--- src/rtl/msma_pkg.sv ---
package msma_pkg;

    localparam int SAMPLE_BITS = 12;
    localparam int CHANNEL_BITS = 3;
    localparam int MAX_REPORTED = 8;

    localparam int DEF_CHANNELS = 8;
    localparam int DEF_WINDOW = 16;
    localparam int DEF_SELECTS = 8;

    // A reciprocal of an N-bit divisor range needs N+2 bits for a 12-bit dividend.
    localparam int RECIP_BITS = SAMPLE_BITS + 2;
    localparam int PROD_BITS = SAMPLE_BITS + RECIP_BITS;

    typedef struct packed {
        logic [CHANNEL_BITS-1:0] channel;
        logic [SAMPLE_BITS-1:0]  sample;
        logic                    end_of_scan;
    } in_item_t;

    typedef struct packed {
        logic [CHANNEL_BITS-1:0] out_channel;
        logic [SAMPLE_BITS-1:0]  average;
        logic                    last;
    } out_item_t;

    typedef enum logic [0:0] {
        DIV_SELECTS = 1'b0,
        DIV_WINDOW  = 1'b1
    } div_sel_t;

endpackage

--- src/rtl/msma_recip_div.sv ---
module msma_recip_div
    import msma_pkg::*;
#(
    parameter int WINDOW = DEF_WINDOW,
    parameter int SELECTS_PER_CHANNEL = DEF_SELECTS
)
(
    input  div_sel_t               sel,
    input  logic [SAMPLE_BITS-1:0] dividend,
    output logic [SAMPLE_BITS-1:0] quotient
);

    // Rounded-up reciprocal with a shift of width plus log2 of the divisor is
    // exact for every dividend of SAMPLE_BITS bits.
    localparam int WIN_SH = SAMPLE_BITS + $clog2(WINDOW);
    localparam int SEL_SH = SAMPLE_BITS + $clog2(SELECTS_PER_CHANNEL);
    localparam longint WIN_M =
        ((longint'(1) << WIN_SH) + longint'(WINDOW) - 1) / longint'(WINDOW);
    localparam longint SEL_M =
        ((longint'(1) << SEL_SH) + longint'(SELECTS_PER_CHANNEL) - 1)
        / longint'(SELECTS_PER_CHANNEL);
    localparam logic [RECIP_BITS-1:0] WIN_RECIP = RECIP_BITS'(WIN_M);
    localparam logic [RECIP_BITS-1:0] SEL_RECIP = RECIP_BITS'(SEL_M);

    logic [RECIP_BITS-1:0] recip;
    logic [PROD_BITS-1:0]  product;

    always_comb
    begin
        unique case (sel)
            DIV_WINDOW:  recip = WIN_RECIP;
            DIV_SELECTS: recip = SEL_RECIP;
        endcase
    end

    assign product = PROD_BITS'(dividend) * PROD_BITS'(recip);

    always_comb
    begin
        unique case (sel)
            DIV_WINDOW:  quotient = SAMPLE_BITS'(product >> WIN_SH);
            DIV_SELECTS: quotient = SAMPLE_BITS'(product >> SEL_SH);
        endcase
    end

endmodule

--- src/rtl/multichannel_scan_moving_average_top.sv ---
// A conversion without end of scan only updates its accumulator, then the block is ready.
// A conversion with end of scan also walks every channel: each channel goes
// through the ring read, the old-value division and the new-value division on the
// one shared reciprocal multiplier. A reported average that waits on result_ready
// stalls the walk. The first average is registered in channel 0's new-value step.
// Reset clears the sequencer, slot pointer and valid bits at once; no clearing pass.
module multichannel_scan_moving_average_top
    import msma_pkg::*;
#(
    parameter int CHANNELS = DEF_CHANNELS,
    parameter int WINDOW = DEF_WINDOW,
    parameter int SELECTS_PER_CHANNEL = DEF_SELECTS
)
(
    input  logic      clk,
    input  logic      rst_n,
    input  logic      item_valid,
    output logic      item_ready,
    input  in_item_t  item,
    output logic      result_valid,
    input  logic      result_ready,
    output out_item_t result
);

    localparam int CH_W = (CHANNELS > 1) ? $clog2(CHANNELS) : 1;
    localparam int PTR_W = (WINDOW > 1) ? $clog2(WINDOW) : 1;
    localparam int RING_AW = PTR_W + CH_W;
    localparam int RING_DEPTH = 1 << RING_AW;
    localparam int REPORTED = (CHANNELS < MAX_REPORTED) ? CHANNELS : MAX_REPORTED;
    localparam logic [CH_W-1:0] IDX_LAST = CH_W'(CHANNELS - 1);
    localparam logic [CH_W-1:0] REPORT_LAST = CH_W'(REPORTED - 1);
    localparam logic [PTR_W-1:0] PTR_LAST = PTR_W'(WINDOW - 1);

    typedef enum logic [4:0] {
        S_IDLE = 5'b00001,
        S_ACC  = 5'b00010,
        S_CRD  = 5'b00100,
        S_COLD = 5'b01000,
        S_CNEW = 5'b10000
    } state_t;

    state_t                  state_reg, state_next;
    logic [CH_W-1:0]         idx_reg, idx_next;
    logic [PTR_W-1:0]        ptr_reg, ptr_next;
    logic                    full_reg, full_next;
    logic [CHANNELS-1:0]     acc_valid_reg, acc_valid_next;
    logic [CHANNELS-1:0]     avg_valid_reg, avg_valid_next;
    logic                    result_valid_reg, result_valid_next;

    logic [CHANNEL_BITS-1:0] ch_reg, ch_next;
    logic [SAMPLE_BITS-1:0]  sample_reg, sample_next;
    logic                    eos_reg, eos_next;
    logic [SAMPLE_BITS-1:0]  avg_tmp_reg, avg_tmp_next;
    logic [SAMPLE_BITS-1:0]  new_val_reg, new_val_next;
    out_item_t               result_reg, result_next;

    logic [SAMPLE_BITS-1:0]  acc_mem [CHANNELS];
    logic [SAMPLE_BITS-1:0]  avg_mem [CHANNELS];
    logic [SAMPLE_BITS-1:0]  ring_mem [RING_DEPTH];
    logic [SAMPLE_BITS-1:0]  acc_rd_reg;
    logic [SAMPLE_BITS-1:0]  avg_rd_reg;
    logic [SAMPLE_BITS-1:0]  ring_rd_reg;

    logic [CH_W-1:0]         acc_rd_addr;
    logic [CH_W-1:0]         ch_addr;
    logic [RING_AW-1:0]      ring_addr;
    logic                    acc_we, avg_we, ring_we;
    logic [SAMPLE_BITS-1:0]  acc_wdata, avg_wdata, ring_wdata;

    div_sel_t                div_sel;
    logic [SAMPLE_BITS-1:0]  div_in, div_q;

    logic                    ch_in_range;
    logic                    report;
    logic                    out_free;
    logic [SAMPLE_BITS:0]    acc_sum;
    logic [SAMPLE_BITS-1:0]  acc_base;
    logic [SAMPLE_BITS-1:0]  avg_old;

    msma_recip_div #(
        .WINDOW              (WINDOW),
        .SELECTS_PER_CHANNEL (SELECTS_PER_CHANNEL)
    ) u_div (
        .sel      (div_sel),
        .dividend (div_in),
        .quotient (div_q)
    );

    assign item_ready = (state_reg == S_IDLE);
    assign result_valid = result_valid_reg;
    assign result = result_reg;

    assign ch_addr = CH_W'(ch_reg);
    assign ch_in_range = int'(ch_reg) < CHANNELS;
    assign acc_rd_addr = (state_reg == S_IDLE) ? CH_W'(item.channel) : idx_reg;
    assign ring_addr = {ptr_reg, idx_reg};
    assign report = int'(idx_reg) < REPORTED;
    assign out_free = !result_valid_reg || result_ready;

    assign acc_base = acc_valid_reg[ch_addr] ? acc_rd_reg : '0;
    assign acc_sum = {1'b0, acc_base} + {1'b0, div_q};
    assign avg_old = avg_valid_reg[idx_reg] ? avg_rd_reg : '0;

    always_comb
    begin
        state_next = state_reg;
        idx_next = idx_reg;
        ptr_next = ptr_reg;
        full_next = full_reg;
        acc_valid_next = acc_valid_reg;
        avg_valid_next = avg_valid_reg;
        result_valid_next = result_valid_reg && !result_ready;
        ch_next = ch_reg;
        sample_next = sample_reg;
        eos_next = eos_reg;
        avg_tmp_next = avg_tmp_reg;
        new_val_next = new_val_reg;
        result_next = result_reg;
        div_sel = DIV_SELECTS;
        div_in = '0;
        acc_we = 1'b0;
        acc_wdata = acc_sum[SAMPLE_BITS] ? '1 : acc_sum[SAMPLE_BITS-1:0];
        avg_we = 1'b0;
        avg_wdata = avg_tmp_reg + div_q;
        ring_we = 1'b0;
        ring_wdata = acc_valid_reg[idx_reg] ? acc_rd_reg : '0;

        unique case (state_reg)
            S_IDLE:
            begin
                if (item_valid)
                begin
                    ch_next = item.channel;
                    sample_next = item.sample;
                    eos_next = item.end_of_scan;
                    state_next = S_ACC;
                end
            end
            S_ACC:
            begin
                div_sel = DIV_SELECTS;
                div_in = sample_reg;
                if (ch_in_range)
                begin
                    acc_we = 1'b1;
                    acc_valid_next[ch_addr] = 1'b1;
                end
                if (eos_reg)
                begin
                    ptr_next = (ptr_reg == PTR_LAST) ? '0 : ptr_reg + 1'b1;
                    idx_next = '0;
                    state_next = S_CRD;
                end
                else
                begin
                    state_next = S_IDLE;
                end
            end
            S_CRD:
            begin
                state_next = S_COLD;
            end
            S_COLD:
            begin
                // The slot holds real data only once the ring has gone all the way round.
                div_sel = DIV_WINDOW;
                div_in = full_reg ? ring_rd_reg : '0;
                avg_tmp_next = avg_old - div_q;
                new_val_next = ring_wdata;
                ring_we = 1'b1;
                acc_valid_next[idx_reg] = 1'b0;
                state_next = S_CNEW;
            end
            S_CNEW:
            begin
                div_sel = DIV_WINDOW;
                div_in = new_val_reg;
                if (!report || out_free)
                begin
                    avg_we = 1'b1;
                    avg_valid_next[idx_reg] = 1'b1;
                    if (report)
                    begin
                        result_valid_next = 1'b1;
                        result_next.out_channel = CHANNEL_BITS'(idx_reg);
                        result_next.average = avg_wdata;
                        result_next.last = (idx_reg == REPORT_LAST);
                    end
                    if (idx_reg == IDX_LAST)
                    begin
                        if (ptr_reg == '0)
                        begin
                            full_next = 1'b1;
                        end
                        state_next = S_IDLE;
                    end
                    else
                    begin
                        idx_next = idx_reg + 1'b1;
                        state_next = S_CRD;
                    end
                end
            end
            default:
            begin
                state_next = S_IDLE;
            end
        endcase
    end

    always_ff @(posedge clk or negedge rst_n)
    begin
        if (!rst_n)
        begin
            state_reg <= S_IDLE;
            idx_reg <= '0;
            ptr_reg <= '0;
            full_reg <= 1'b0;
            acc_valid_reg <= '0;
            avg_valid_reg <= '0;
            result_valid_reg <= 1'b0;
        end
        else
        begin
            state_reg <= state_next;
            idx_reg <= idx_next;
            ptr_reg <= ptr_next;
            full_reg <= full_next;
            acc_valid_reg <= acc_valid_next;
            avg_valid_reg <= avg_valid_next;
            result_valid_reg <= result_valid_next;
        end
    end

    always_ff @(posedge clk)
    begin
        ch_reg <= ch_next;
        sample_reg <= sample_next;
        eos_reg <= eos_next;
        avg_tmp_reg <= avg_tmp_next;
        new_val_reg <= new_val_next;
        result_reg <= result_next;
    end

    always_ff @(posedge clk)
    begin
        if (acc_we)
        begin
            acc_mem[ch_addr] <= acc_wdata;
        end
        acc_rd_reg <= acc_mem[acc_rd_addr];
    end

    always_ff @(posedge clk)
    begin
        if (avg_we)
        begin
            avg_mem[idx_reg] <= avg_wdata;
        end
        avg_rd_reg <= avg_mem[idx_reg];
    end

    always_ff @(posedge clk)
    begin
        if (ring_we)
        begin
            ring_mem[ring_addr] <= ring_wdata;
        end
        ring_rd_reg <= ring_mem[ring_addr];
    end

endmodule
--- config.mk ---
export PLATFORM = sky130hd
export DESIGN_NAME = multichannel_scan_moving_average_top
export DESIGN_NICKNAME = d
export VERILOG_FILES = /design/src/rtl/msma_pkg.sv /design/src/rtl/msma_recip_div.sv /design/src/rtl/multichannel_scan_moving_average_top.sv
export SDC_FILE = /design/constraint.sdc
export NUM_CORES = 1
export LEC_CHECK = 0
export BUFFER_PORTS_ARGS = -buffer_cell sky130_fd_sc_hd__buf_2
export CAP_MARGIN = 20
export CORE_UTILIZATION = 60
export DETAILED_ROUTE_END_ITERATION = 10
export HOLD_SLACK_MARGIN = 0.12
export PLACE_DENSITY = 0.76
export SLEW_MARGIN = 10
export SYNTH_ARGS = -nofsm -noshare
export SYNTH_HDL_FRONTEND = slang
export SYNTH_SLANG_ARGS = --single-unit
--- constraint.sdc ---
create_clock -name clk -period 8.79 [get_ports clk]
set_input_delay 1.758 -clock clk [delete_from_list [all_inputs] [get_ports clk]]
set_output_delay 1.758 -clock clk [all_outputs]
set_load 0.1 [all_outputs]
# Word-level counts from Yosys, hierarchy flattened
# Memories as Yosys holds them, arrays and structs flattened. A register that Yosys moved wholly into a read port is not among the register bits.
# Index checks and enable logic that the tools add are counted.
[word_totals]
mem_bits_rw = 1728
mem_count = 3
regBits = 86
output_inout_bits = 18
elab_cells = 101
[op_classes]
n_mux = 42
order_cmp = 4
n_addsub = 5
n_bitwise = 5
reduce_logical = 16
eq_ne = 11
[memory_table]
columns = ["memory", "depth", "width", "read_ports", "rd_clocked_by_memory_dff", "wr", "line", "text"]
rows = [
  ["ring_mem", 128, 12, 1, 1, 1, "multichannel_scan_moving_average_top.sv:59", "logic [SAMPLE_BITS-1:0] ring_mem [RING_DEPTH];"],
  ["acc_mem", 8, 12, 1, 1, 1, "multichannel_scan_moving_average_top.sv:57", "logic [SAMPLE_BITS-1:0] acc_mem [CHANNELS];"],
  ["avg_mem", 8, 12, 1, 1, 1, "multichannel_scan_moving_average_top.sv:58", "logic [SAMPLE_BITS-1:0] avg_mem [CHANNELS];"],
]
[ops]
columns = ["cell", "count"]
rows = [
  ["$mux 12", 5],
  ["$pmux 12 s3", 1],
  ["$pmux 5 s5", 1],
  ["$pmux 12 s2", 1],
  ["$mux 1", 18],
  ["$mux 3", 6],
  ["$or 8x8->8", 2],
  ["$pmux 8 s2", 1],
  ["$add 12x12->13", 1],
  ["$add 12x12->12", 1],
  ["$sub 12x12->12", 1],
  ["$mux 5", 2],
  ["$bmux 1 s3", 3],
  ["$and 8x8->8", 1],
  ["$lt 3x4->1 const B", 2],
  ["$ne 2x2->1 const B", 4],
  ["$not 8->8", 1],
  ["$reduce_and 2->1", 4],
  ["$reduce_and 4->1", 2],
  ["$demux 1 s3", 2],
  ["$ge 3x1->1 const B", 2],
  ["$pmux 3 s2", 1],
  ["$eq 5x1->1 const B", 1],
  ["$eq 5x2->1 const B", 1],
  ["other kinds (15)", 19],
]

# Longest topological paths before layout
[depth]
word_depth = 7
mapped_depth = 19
mapped_depth_nobuf = 14

# Hierarchy
# From an unflattened synthesis, not the netlist that was laid out.
[hier_totals]
hier_cells = 4272
hier_area_um2 = 73041.3
[modules_own_cells]
columns = ["module", "instances", "cells_per_inst", "area_each_um2"]
rows = [
  ["multichannel_scan_moving_average_top", 1, 4258, 72874.9],
  ["msma_recip_div", 1, 14, 166.4],
]

# Worst setup path after synthesis
# No wires, ideal clock.
[synth_timing]
kind = "flip-flop to flip-flop"
from = "register idx_reg[2]"
to = "register new_val_reg[4], data pin"
synth_period_minus_slack_ps = 5525
slack_ps = 3265
path_stages_with_launch = 9
required_ps = 7953
arrival_time_ps = 4688
setup_ps = 837
cell_sequence = "dfrtp_1 > buf_2 > buf_6 > buf_6 > buf_2 > buf_2 > mux4_2 > mux2i_1 > nor2b_1"
[synth_between]
elab_chain_cells = 3
[synth_lines]
columns = ["item", "line", "text"]
rows = [
  ["from (decl)", "multichannel_scan_moving_average_top.sv:43", "logic [CH_W-1:0] idx_reg, idx_next;"],
  ["from (signal assigned)", "multichannel_scan_moving_average_top.sv:226", "idx_reg <= idx_next;"],
  ["$bmux 1 s3", "multichannel_scan_moving_average_top.sv:126", "ring_wdata = acc_valid_reg[idx_reg] ? acc_rd_reg : '0;"],
  ["$mux 1 (not written as such)", "multichannel_scan_moving_average_top.sv:126", ""],
  ["$mux 12", "multichannel_scan_moving_average_top.sv:126", ""],
  ["named net ring_wdata[4]", "multichannel_scan_moving_average_top.sv:68", "logic [SAMPLE_BITS-1:0] acc_wdata, avg_wdata, ring_wdata;"],
  ["to (signal assigned)", "multichannel_scan_moving_average_top.sv:241", "new_val_reg <= new_val_next;"],
  ["to (decl)", "multichannel_scan_moving_average_top.sv:54", "logic [SAMPLE_BITS-1:0] new_val_reg, new_val_next;"],
]
# The timed path passes the listed nets, and every way through them passes these cells. The select of a mux whose other input is x is not followed.
# A chain may end at the register's enable or synchronous reset.

# Worst setup path after layout
[layout_timing]
from = "register state_reg[1]"
to = "memory avg_mem[0][11], data pin"
[layout_between]
elab_chain_cells = 6
[layout_lines]
columns = ["item", "line", "text"]
rows = [
  ["from (decl)", "multichannel_scan_moving_average_top.sv:42", "state_t state_reg, state_next;"],
  ["from (signal assigned)", "multichannel_scan_moving_average_top.sv:225", "state_reg <= state_next;"],
  ["$eq 5x5->1 / $eq 5x4->1 (equally long branches)", "multichannel_scan_moving_average_top.sv:128", "unique case (state_reg)"],
  ["$reduce_or 2->1 (no source line)", "n/a", ""],
  ["$mux 1", "multichannel_scan_moving_average_top.sv:128", ""],
  ["$not 1->1", "n/a", ""],
  ["$pmux 12 s2 (*)", "msma_recip_div.sv:40", "unique case (sel)"],
  ["$add 12x12->12 (*)", "multichannel_scan_moving_average_top.sv:124", "avg_wdata = avg_tmp_reg + div_q;"],
  ["named net avg_wdata[11]", "multichannel_scan_moving_average_top.sv:68", ""],
  ["to (decl)", "multichannel_scan_moving_average_top.sv:58", ""],
]
# Mark *: on every way through the listed nets, which the timed path passes. The rest lies on a longest branch. The select of a mux whose other input is x is not followed.

==> impl_metrics.ini <==
[synth]
synth_edf_count = 1265
synthSimpleGateAreaFrac = 0.0417
synthMuxAreaShare = 0.0906
netlist_instances = 3150
ys_dominant_reg_cell = sky130_fd_sc_hd__edfxtp_1
yosys.cell_types.count = 89
synthesis.nets = 3206
post_synth_xor_area_fraction = 0.00461
ys_seq_elements = 1327
synthesis.yosys.warnings = 0
dominant_combinational_cell_family_by_area_after_synthesis = multiplexers
seq_area_frac_synth = 0.740
synthAdderAreaFrac = 0.00889
synth-compound-area-share = 0.0891
async_reset_ff_frac = 0.0226
post_synth_instance_area_sq_mm = 0.0532
post_synthesis_area_per_instance_sq_um = 16.9

[floorplanning]
row_count = 108
initial_core_util = 0.609
chipWidth_um = 300
fp.dieH_um = 300
fp.coreArea_sq_mm = 0.0873
boundary_pin_count = 38
fp.dieArea_sq_mm = 0.0898

[cells_and_area]
share_of_cells_above_drive_strength_1 = 0.168
num-nets-final = 3238
most_flop_heavy_register = ring_mem
reg.largest.list = ring_mem (1024), acc_mem (96), avg_mem (96)
area_growth_pct = 10.2
max_reg_flops = 1024
layoutNonFillerInstCount = 4438

[grt]
largest_net_degree_at_the_start_of_global_routing = 136
vias_in_the_first_global_route = 30200
antenna_found_initial = 2
global_route.usage.total = 0.307
grt_pass1_wl_um = 199000
grt_remaining_overflow = 0

[critical_path]
reg2regPathDepth = 13
cp_data_required_time_ns = 9.23
worst_setup_path_end_kind = flip-flop
cp_slowest_cell = sky130_fd_sc_hd__o41ai_1
regToRegSetupSlack_ns = 3.71
timing.critical_path.arrival_ns = 5.52
crit_path_frequent_cell = sky130_fd_sc_hd__o21ai_0
cells_traversed_along_the_worst_timing_path = nor2_1 -> nor4bb_4 -> buf_4 -> and2_0 -> a222oi_1 -> inv_1 -> ha_1 -> a21o_1 -> a21oi_1 -> o21ai_0 -> o41ai_1 -> o21ai_0 -> xor2_1
rr_startpoint = state_reg[1]$_DFFE_PN0P_
timing.critical_path.slowest_cell_delay_ns = 0.67
worst_r2r_endpoint = avg_mem[0][11]$_DFFE_PP_
crit_path_start_kind = flip-flop
worst-path-max-fanout = 31
path_class = flip-flop to flip-flop

[status]
outcome = complete, no violations

[clocking]
cts-resized-gates = 0
count_of_hold_buffers_inserted_by_post_cts_repair = 0
cts_root_buf = sky130_fd_sc_hd__clkbuf_16
cts_num_sinks = 1327
clk_pin_slew_worst_paths_ns = 0.07
insertion_delay_ns = 0.74
tritoncts = done
cts.htree.levels = 4
cts_buffer_depth = 3
post-cts-setup-buffers = 0
cts_buffer_count = 130

[route]
drtIter0Drc = 4596
firstDrtPassIters = 6
vias = 30900
route.detailed.vias_per_inst = 6.96
drt_drc_violations_left = 0
wire_per_inst_um = 31.2
number_of_nets_still_failing_antenna_checks_after_routing = 0
drt_wl_total_um = 138000

[place]
hpwl_reported_at_the_end_of_detailed_placement_um = 80300
preCtsSetupSlack_ns = 3.82
dp.cells = 4201
buffer_ports.inserted = 34
finalWeightedCongestion = 0.926

[sta]
hold_viol = 0
final_period_minus_worst_setup_slack_ns = 5.08
fmaxAchievable_mhz = 197
slew_viol_final = 0
final.period_utilization = 0.578
rsz0062_at_grt = no
worst_slew_pin_slew_ns = 1.12
setup_viol = 0
clock_skew_ns = 0.0253
final.setup.worst_slack_ns = 3.71
slew_headroom = 0.251
fin_setup_tns_ns = 0

[power_and_ir_drop]
pwr_density_cell_mw_per_mm2 = 309
leakagePower_nw = 19.3
irDropWorstVdd_mv = 0.322

[run]
max_cap_violations = 0

[min_path]
timing.hold.worst_endpoint = avg_rd_reg[6]$_DFF_P_
worst_hold_path_type = flip-flop to flip-flop
min_path_cells = 2
min_from = avg_mem[1][6]$_DFFE_PP_
[Yosys cell counts, types with 9 or more instances]
library cell                   n  area share
sky130_fd_sc_hd__o2bb2ai_1    21      0.0035
sky130_fd_sc_hd__buf_1        10     0.00071
sky130_fd_sc_hd__o22a_1        9      0.0015
sky130_fd_sc_hd__o221ai_1     37      0.0061
sky130_fd_sc_hd__mux2_2      129       0.027
sky130_fd_sc_hd__mux4_2       56       0.024
sky130_fd_sc_hd__nor2b_1      25      0.0029
sky130_fd_sc_hd__nand3_1      17      0.0016
sky130_fd_sc_hd__a21o_1       16      0.0023
sky130_fd_sc_hd__dfxtp_1      32       0.012
sky130_fd_sc_hd__a221o_1      25      0.0047
sky130_fd_sc_hd__xnor2_1      21      0.0035
sky130_fd_sc_hd__a22oi_1      99       0.014
sky130_fd_sc_hd__ha_1         33      0.0078
sky130_fd_sc_hd__buf_6        25      0.0053
sky130_fd_sc_hd__o211ai_1     10      0.0014
sky130_fd_sc_hd__nand2_1     134      0.0095
sky130_fd_sc_hd__a22o_1       19      0.0031
sky130_fd_sc_hd__nor2_1      220       0.016
sky130_fd_sc_hd__inv_1        25      0.0018
sky130_fd_sc_hd__a31oi_1      18      0.0021
sky130_fd_sc_hd__and3_1        9      0.0011
sky130_fd_sc_hd__nand2b_1     13      0.0015
sky130_fd_sc_hd__o21ai_0      88      0.0083
sky130_fd_sc_hd__a211oi_1     10      0.0014
sky130_fd_sc_hd__a221oi_1    111       0.018
sky130_fd_sc_hd__and2_1       15      0.0018
sky130_fd_sc_hd__a222oi_1      9      0.0017
sky130_fd_sc_hd__clkbuf_1     52      0.0037
sky130_fd_sc_hd__a21oi_1      76      0.0072
sky130_fd_sc_hd__or2_2        11      0.0013
sky130_fd_sc_hd__buf_2        89      0.0084
sky130_fd_sc_hd__o22ai_1      23      0.0027
sky130_fd_sc_hd__nor3_1       21      0.0020
sky130_fd_sc_hd__mux2i_1     196       0.037
sky130_fd_sc_hd__edfxtp_1   1265        0.71
sky130_fd_sc_hd__dfrtp_1      29       0.014
sky130_fd_sc_hd__buf_4        29      0.0041
[cell type report]
type | count | area, sq um
multi-input combinational | 1587 | 12700
clock buffer | 166 | 3450
sequential | 1327 | 39400
fill | 5532 | 28700
timing repair buffer | 107 | 788
inverter | 29 | 110
antenna | 1 | 2.50
clock inverter | 66 | 731
tap | 1155 | 1450
[worst max-delay path: cells and delay by family (launching register included)]
kind | cells | cell delay [ns]
simple gates | 3 | 0.64
fa+ha+maj | 1 | 0.35
flops | 1 | 0.49
buf+inv | 2 | 0.61
compound gates | 6 | 2.10
xor+xnor | 1 | 0.59
[metrics by stage]
stage,hold WS [ns],power (mW),util,area (sq um)
final,0.471,18.1,0.672,58600
after global routing,0.484,18.5,0.672,58600
after CTS,0.472,18.0,0.671,58600
after detailed placement,0.455,12.6,0.623,54400
after global placement,0.446,12.4,0.623,54400
after floorplan,0.430,11.0,-,53200
[power by group]
part	internal (mW)	switching, mW	total, mW
clock	3.09	2.40	5.48
combinational	1.18	3.19	4.36
sequential	8.12	0.136	8.25
total	12.4	5.72	18.1
[per-layer routing]
layer  global-route usage  part of all wire  vias up
met5                    0           0.00011        -
met4                0.157             0.054        2
met3               0.0749              0.13      430
met2                0.477              0.46     2436
met1                0.409              0.35    15400
li1                     -                 -    12700
[kinds of logic after synthesis]
group	count (synthesis)
fa+ha+maj	36
xor+xnor	28
simple gates	496
compound gates	635
buf+inv	236
mux	392
flops	1327
[layout by cell type (no fill, tap or decap), drive strengths merged, types with 76 or more instances in the layout]
cell type  synthesis  final
o21ai             93     93
a21oi             76     76
nor2             221    221
clkbuf            52    167
mux2             139    139
a221oi           115    115
nand2            134    134
mux2i            197    197
edfxtp          1265   1265
a22oi             99     99
buf              155    106
[worst max path at each step]
stage	cells after the start	slack, ns	endpoint	startpoint
2_1_floorplan	8	3.27	new_val_reg[4]$_DFFE_PP_	idx_reg[2]$_DFFE_PN0P_
3_3_place_gp	13	3.95	result[12]$_DFFE_PP_	state_reg[1]$_DFFE_PN0P_
3_5_place_dp	13	3.82	avg_mem[4][11]$_DFFE_PP_	state_reg[1]$_DFFE_PN0P_
4_1_cts	13	3.73	avg_mem[1][11]$_DFFE_PP_	state_reg[1]$_DFFE_PN0P_
5_1_grt	13	3.37	avg_mem[1][11]$_DFFE_PP_	state_reg[1]$_DFFE_PN0P_
6_report	13	3.71	avg_mem[0][11]$_DFFE_PP_	state_reg[1]$_DFFE_PN0P_
(Power assumes the default switching activity.)
